[config.mk]
export PLATFORM = sky130hd
export DESIGN_NAME = iprc_cell
export DESIGN_NICKNAME = d
export VERILOG_FILES = /design/src/rtl/core/iprc_pkg.sv /design/src/rtl/core/iprc_cell.sv
export SDC_FILE = /design/constraint.sdc
export NUM_CORES = 1
export LEC_CHECK = 0
export BUFFER_PORTS_ARGS = -buffer_cell sky130_fd_sc_hd__buf_2
export CORE_MARGIN = 1.5
export CORE_UTILIZATION = 45
export CTS_CLUSTER_DIAMETER = 80
export CTS_CLUSTER_SIZE = 12
export DETAILED_ROUTE_END_ITERATION = 6
export GPL_TIMING_DRIVEN = 0
export PLACE_DENSITY = 0.77
export SLEW_MARGIN = 5
export SYNTH_ARGS = -nofsm -noshare
export SYNTH_HDL_FRONTEND = slang
export SYNTH_SLANG_ARGS = --single-unit
[constraint.sdc]
create_clock -name clk -period 5.1 [get_ports clk]
set_input_delay 1.02 -clock clk [delete_from_list [all_inputs] [get_ports clk]]
set_output_delay 1.02 -clock clk [all_outputs]
set_load 0.01 [all_outputs]
[src/rtl/core/iprc_pkg.sv]
// shared types, codes and sizes of the ipsec policy range classifier
`default_nettype none
package iprc_pkg;

    localparam int MAX_POLICIES = 64;
    localparam int IW = (MAX_POLICIES > 1) ? $clog2(MAX_POLICIES) : 1;

    typedef logic [IW-1:0] slot_t;

    localparam logic [2:0] CMD_LOOKUP     = 3'd0;
    localparam logic [2:0] CMD_ADD        = 3'd1;
    localparam logic [2:0] CMD_DELETE     = 3'd2;
    localparam logic [2:0] CMD_BIND_SA    = 3'd3;
    localparam logic [2:0] CMD_DISABLE_SA = 3'd4;
    localparam logic [2:0] CMD_ENABLE_SA  = 3'd5;

    localparam logic [1:0] STATUS_OK        = 2'd0;
    localparam logic [1:0] STATUS_NOT_FOUND = 2'd1;
    localparam logic [1:0] STATUS_DUP_ID    = 2'd2;
    localparam logic [1:0] STATUS_FULL      = 2'd3;

    localparam logic [1:0] IPSEC_ACTION_BYPASS  = 2'd0;
    localparam logic [1:0] IPSEC_ACTION_DISCARD = 2'd2;
    localparam logic [1:0] IPSEC_ACTION_ILLEGAL = 2'd3;
    localparam logic [15:0] IPSEC_SA_INVALID    = 16'd0;

    typedef struct packed {
        logic [2:0]  cmd;
        logic [31:0] id;
        logic        outbound;
        logic [15:0] prio;
        logic [15:0] vrf;
        logic [31:0] src;
        logic [31:0] src_last;
        logic [31:0] dst;
        logic [31:0] dst_last;
        logic [7:0]  proto;
        logic [1:0]  action;
        logic [15:0] sa;
    } query_t;

    typedef struct packed {
        logic        best_found;
        logic [15:0] best_prio;
        slot_t       best_age;
        logic [1:0]  best_action;
        logic        best_sa_ok;
        logic [15:0] best_sa;
        logic        id_found;
        slot_t       id_slot;
        slot_t       id_age;
        logic        free_found;
        slot_t       free_slot;
    } accum_t;

    typedef struct packed {
        logic  add;
        logic  del;
        logic  sa_bind;
        logic  dis;
        logic  en;
        slot_t slot;
        slot_t age;
    } upd_t;

endpackage
`default_nettype wire

[src/rtl/core/iprc_cell.sv]
// one policy entry of the chain: local match, running best and table update
`default_nettype none
module iprc_cell
    import iprc_pkg::*;
(
    input  wire logic   clk,
    input  wire logic   rst_n,
    input  wire slot_t  cell_idx,
    input  wire query_t query,
    input  wire upd_t   upd,
    input  wire accum_t acc_in,
    output accum_t      acc_out
);

    logic        valid_reg, valid_next;
    logic [31:0] id_reg, id_next;
    logic [15:0] sa_reg, sa_next;
    logic [31:0] sf_reg, sf_next, sl_reg, sl_next;
    logic [31:0] df_reg, df_next, dl_reg, dl_next;
    logic [15:0] prio_reg, prio_next;
    logic [15:0] vrf_reg, vrf_next;
    logic [7:0]  proto_reg, proto_next;
    logic [1:0]  act_reg, act_next;
    logic        outb_reg, outb_next;
    logic        bound_reg, bound_next;
    logic        dis_reg, dis_next;
    slot_t       age_reg, age_next;
    accum_t      acc_reg, acc_next;
    logic        match, take, here;

    assign here = (cell_idx == upd.slot);

    always_comb
    begin
        match = valid_reg && (outb_reg == query.outbound) && (vrf_reg == query.vrf)
            && (query.src >= sf_reg) && (query.src <= sl_reg)
            && (query.dst >= df_reg) && (query.dst <= dl_reg)
            && ((proto_reg == 8'd0) || (proto_reg == query.proto));
        take = match && (!acc_in.best_found || (prio_reg < acc_in.best_prio)
            || ((prio_reg == acc_in.best_prio) && (age_reg < acc_in.best_age)));
        acc_next = acc_in;
        if (take)
        begin
            acc_next.best_found  = 1'b1;
            acc_next.best_prio   = prio_reg;
            acc_next.best_age    = age_reg;
            acc_next.best_action = act_reg;
            acc_next.best_sa_ok  = bound_reg && !dis_reg;
            acc_next.best_sa     = sa_reg;
        end
        if (valid_reg && (id_reg == query.id) && !acc_in.id_found)
        begin
            acc_next.id_found = 1'b1;
            acc_next.id_slot  = cell_idx;
            acc_next.id_age   = age_reg;
        end
        if (!valid_reg && !acc_in.free_found)
        begin
            acc_next.free_found = 1'b1;
            acc_next.free_slot  = cell_idx;
        end
    end

    always_comb
    begin
        valid_next = valid_reg;
        id_next    = id_reg;
        sa_next    = sa_reg;
        sf_next    = sf_reg;
        sl_next    = sl_reg;
        df_next    = df_reg;
        dl_next    = dl_reg;
        prio_next  = prio_reg;
        vrf_next   = vrf_reg;
        proto_next = proto_reg;
        act_next   = act_reg;
        outb_next  = outb_reg;
        bound_next = bound_reg;
        dis_next   = dis_reg;
        age_next   = age_reg;
        if (upd.add)
        begin
            if (valid_reg)
            begin
                age_next = age_reg + slot_t'(1);
            end
            if (here)
            begin
                valid_next = 1'b1;
                id_next    = query.id;
                sf_next    = query.src;
                sl_next    = query.src_last;
                df_next    = query.dst;
                dl_next    = query.dst_last;
                prio_next  = query.prio;
                vrf_next   = query.vrf;
                proto_next = query.proto;
                act_next   = query.action;
                outb_next  = query.outbound;
                bound_next = 1'b0;
                dis_next   = 1'b0;
                age_next   = '0;
            end
        end
        if (upd.del)
        begin
            if (here)
            begin
                valid_next = 1'b0;
            end
            else if (valid_reg && (age_reg > upd.age))
            begin
                age_next = age_reg - slot_t'(1);
            end
        end
        if (upd.sa_bind && here)
        begin
            sa_next    = query.sa;
            bound_next = 1'b1;
            dis_next   = 1'b0;
        end
        if (upd.dis && here)
        begin
            dis_next = 1'b1;
        end
        if (upd.en && here)
        begin
            dis_next = 1'b0;
        end
    end

    always_ff @(posedge clk or negedge rst_n)
    begin
        if (!rst_n)
        begin
            valid_reg <= 1'b0;
        end
        else
        begin
            valid_reg <= valid_next;
        end
    end

    always_ff @(posedge clk)
    begin
        id_reg    <= id_next;
        sa_reg    <= sa_next;
        sf_reg    <= sf_next;
        sl_reg    <= sl_next;
        df_reg    <= df_next;
        dl_reg    <= dl_next;
        prio_reg  <= prio_next;
        vrf_reg   <= vrf_next;
        proto_reg <= proto_next;
        act_reg   <= act_next;
        outb_reg  <= outb_next;
        bound_reg <= bound_next;
        dis_reg   <= dis_next;
        age_reg   <= age_next;
        acc_reg   <= acc_next;
    end

    assign acc_out = acc_reg;

endmodule
`default_nettype wire

==> results.yml <==
timing:
  tightest_slew_ns: 0.8206
  finalHoldViolCount: 0
  fin_ws_ns: 1.624
  skew_ns: 0.01928
  max_freq_mhz: 287.7
  hold_slack_ns: 0.2304
  relSlewSlack_pct: 45.29
  rsz0062_at_grt: "false"
  fin_crit_sh_pct: 68.15
  fin_tns_setup_ns: 0
  min_period_ns: 3.476
  drv_slew: 0
  setup_viol_count_final: 0
floorplanning:
  num_rows: 63
  die_x_microns: 178.1
  initial_core_util_pct: 46.19
  die_y_microns: 178.1
  dieArea_sq_um: 31730
  core_area_sq_um: 29870
  boundaryPins: 371
outcome:
  status: "completed"
place:
  place_ws_ns: 1.024
  gp_congestion: 0.8446
  dp.cells: 1808
  io_buffers: 367
  placed_area_sq_um: 16240
  dp_hpwl_microns: 25660
final_layout:
  regArea_sq_um: 8003
  multi_input_area_sq_um: 5155
  design_area_sq_um: 17070
  fin_util_pct: 57.12
  drive_above_1_share_pct: 32.04
  fin_cells: 1868
  largest_reg_flops: 62
  area_delta_synth_final_pct: 23.66
  n_fill_cell: 2499
  nets: 1914
routing:
  wl_per_cell_microns: 17.37
  route.met3.wl_microns: 2426
  num_vias: 9417
  routed_wl_microns: 32460
  drc: 0
  drt-met1-wl_microns: 13450
  dr_wl_met2_microns: 15780
  vias_per_cell: 5.041
  drtPass1Iterations: 5
  antenna_left: 0
  drt_iter0_drc: 502
  top_layer_used: "met5"
power:
  finalPower_mw: 5.254
  ir_worst_vdd_mv: 0.3150
  power_density_nw_per_um2: 307.9
  leakagePower_nw: 7.742
clock_tree:
  cts_tree: "done"
  cts_buffers: 28
  cts_root_buf: "clkbuf_16"
  cts_setup_buffers: 0
  cts.clk_slew.worst_paths_ns: 0.06
  ctsResizeCount: 0
  htreeDepth: 1
  ctsHoldBuffers: 0
  clockBufferDepth: 3
  clock_latency_ns: 0.55
  cts_sinks: 290
worst_setup_path:
  arrival_ns: 3.90
  r2r_end: "acc_out[45]"
  cp_max_fo: 10
  crit_type: "primary input to register"
  endpoint_kind: "register"
  reg2reg_depth: 11
  cp.required_ns: 5.52
  rr_startpoint: "sf_reg[6]"
  regToRegSetupSlack_ns: 1.88
  start_kind: "primary input"
yosys:
  yosysTopAreaCellShare_pct: 47.66
  synth_most_common_cell: "edfxtp_1"
  synth_area_per_cell_sq_um: 13.19
  ys_ff_latch: 290
  yosysTopAreaCell: "edfxtp_1"
  synthFlopType: "edfxtp_1"
  async_reset_ff_share_pct: 0.3448
  synth_edf_count: 219
  yosysWarnings: 0
  ys_top_cells_by_area: "edfxtp_1, ha_1, dfxtp_1, inv_1, mux2_4"
  netlist_area_sq_um: 13800
  syn_inst: 1046
  ys_seq_area_share_pct: 57.99
  syn_nets: 1512
  ys_types: 52
  synthTopCellsByCount: "edfxtp_1, ha_1, inv_1"
global_route:
  grt_pass1_wl_microns: 49340
  track_usage_pct: 19.94
  grt_pass1_vias: 9732
  overflow: 0
  antenna_found_initial: 9
  grt_max_degree: 44
min_path:
  worstHoldPathType: "primary input to asynchronous set/reset pin"
job:
  maxCapViolations: 0
placed cells by master, fill, tap and decap left out, types with 6 or more instances in the layout:
master     instances
clkbuf_16         28
nor2b_1           14
nor4_1             7
clkbuf_1          25
xor2_1            11
a211oi_1           7
a21o_1            17
edfxtp_1         219
inv_1            156
nand4_1           44
nor3_1             7
xnor2_1           54
dfxtp_1           70
a21oi_1           54
nand2b_1           6
o211ai_1           7
nand2_1           33
diode_2            8
mux2_4            38
buf_2            367
mux2_2            18
o21ai_0           22
nand3_1           12
nor2_1            26
ha_1             157
worst max-delay path, cell delays in order:
cell and delay, ns:
buf_2 0.12, ha_1 0.31, a21oi_1 0.15, nand2_1 0.06, a2111oi_0 0.62, a2111oi_0 0.27, o31ai_1 0.34, o211ai_1 0.20
nand4_4 0.23, buf_6 0.24, mux2_4 0.33
layout make-up:
| cell class | instances | share of cell area [%] |
|---|---|---|
| plain buffers | 8 | 0.3519 |
| clock buffers | 49 | 4.568 |
| repair buffers | 372 | 11.35 |
| diodes | 8 | 0.1173 |
| inverters | 157 | 3.475 |
| multi-input cells | 591 | 30.21 |
| flip-flops and latches | 290 | 46.90 |
| well taps | 390 | 2.859 |
| clock inverters | 3 | 0.1760 |
cell families after synthesis:
logic type,Yosys count,share of synthesized area (%)
adder cells (fa/ha/maj),157,14.24
AND/OR/NAND/NOR,174,6.927
multiplexers,57,5.676
XOR/XNOR,65,4.125
flip-flops,290,57.99
AO/OA/AOI/OAI,138,6.338
buffers and inverters,165,4.706
where the power goes:
part,leakage (nW),internal [mW],switching (mW)
Clock,0.381,1.03,0.884
Combinational,4.79,0.324,0.333
Sequential,2.57,2.62,0.0606
Total,7.74,3.98,1.28
worst max-delay path by stage:
stage / to / depth (start not counted) / start
finish: acc_out[45] / 11 / query[128]
global route: acc_out[45] / 11 / acc_in[60]
CTS: acc_out[45] / 11 / acc_in[60]
detailed placement: acc_out[46] / 11 / acc_in[60]
global placement: age_reg[2] / 7 / cell_idx[5]
floorplan: age_reg[2] / 7 / upd[9]
metal layers:
layer / vias up / GRT usage (%)
li1: 4603 / -
met1: 4463 / 25.00
met2: 302 / 34.01
met3: 45 / 4.604
met4: 4 / 6.338
met5: - / 0
No activity file was read; power rests on OpenSTA's default activity.
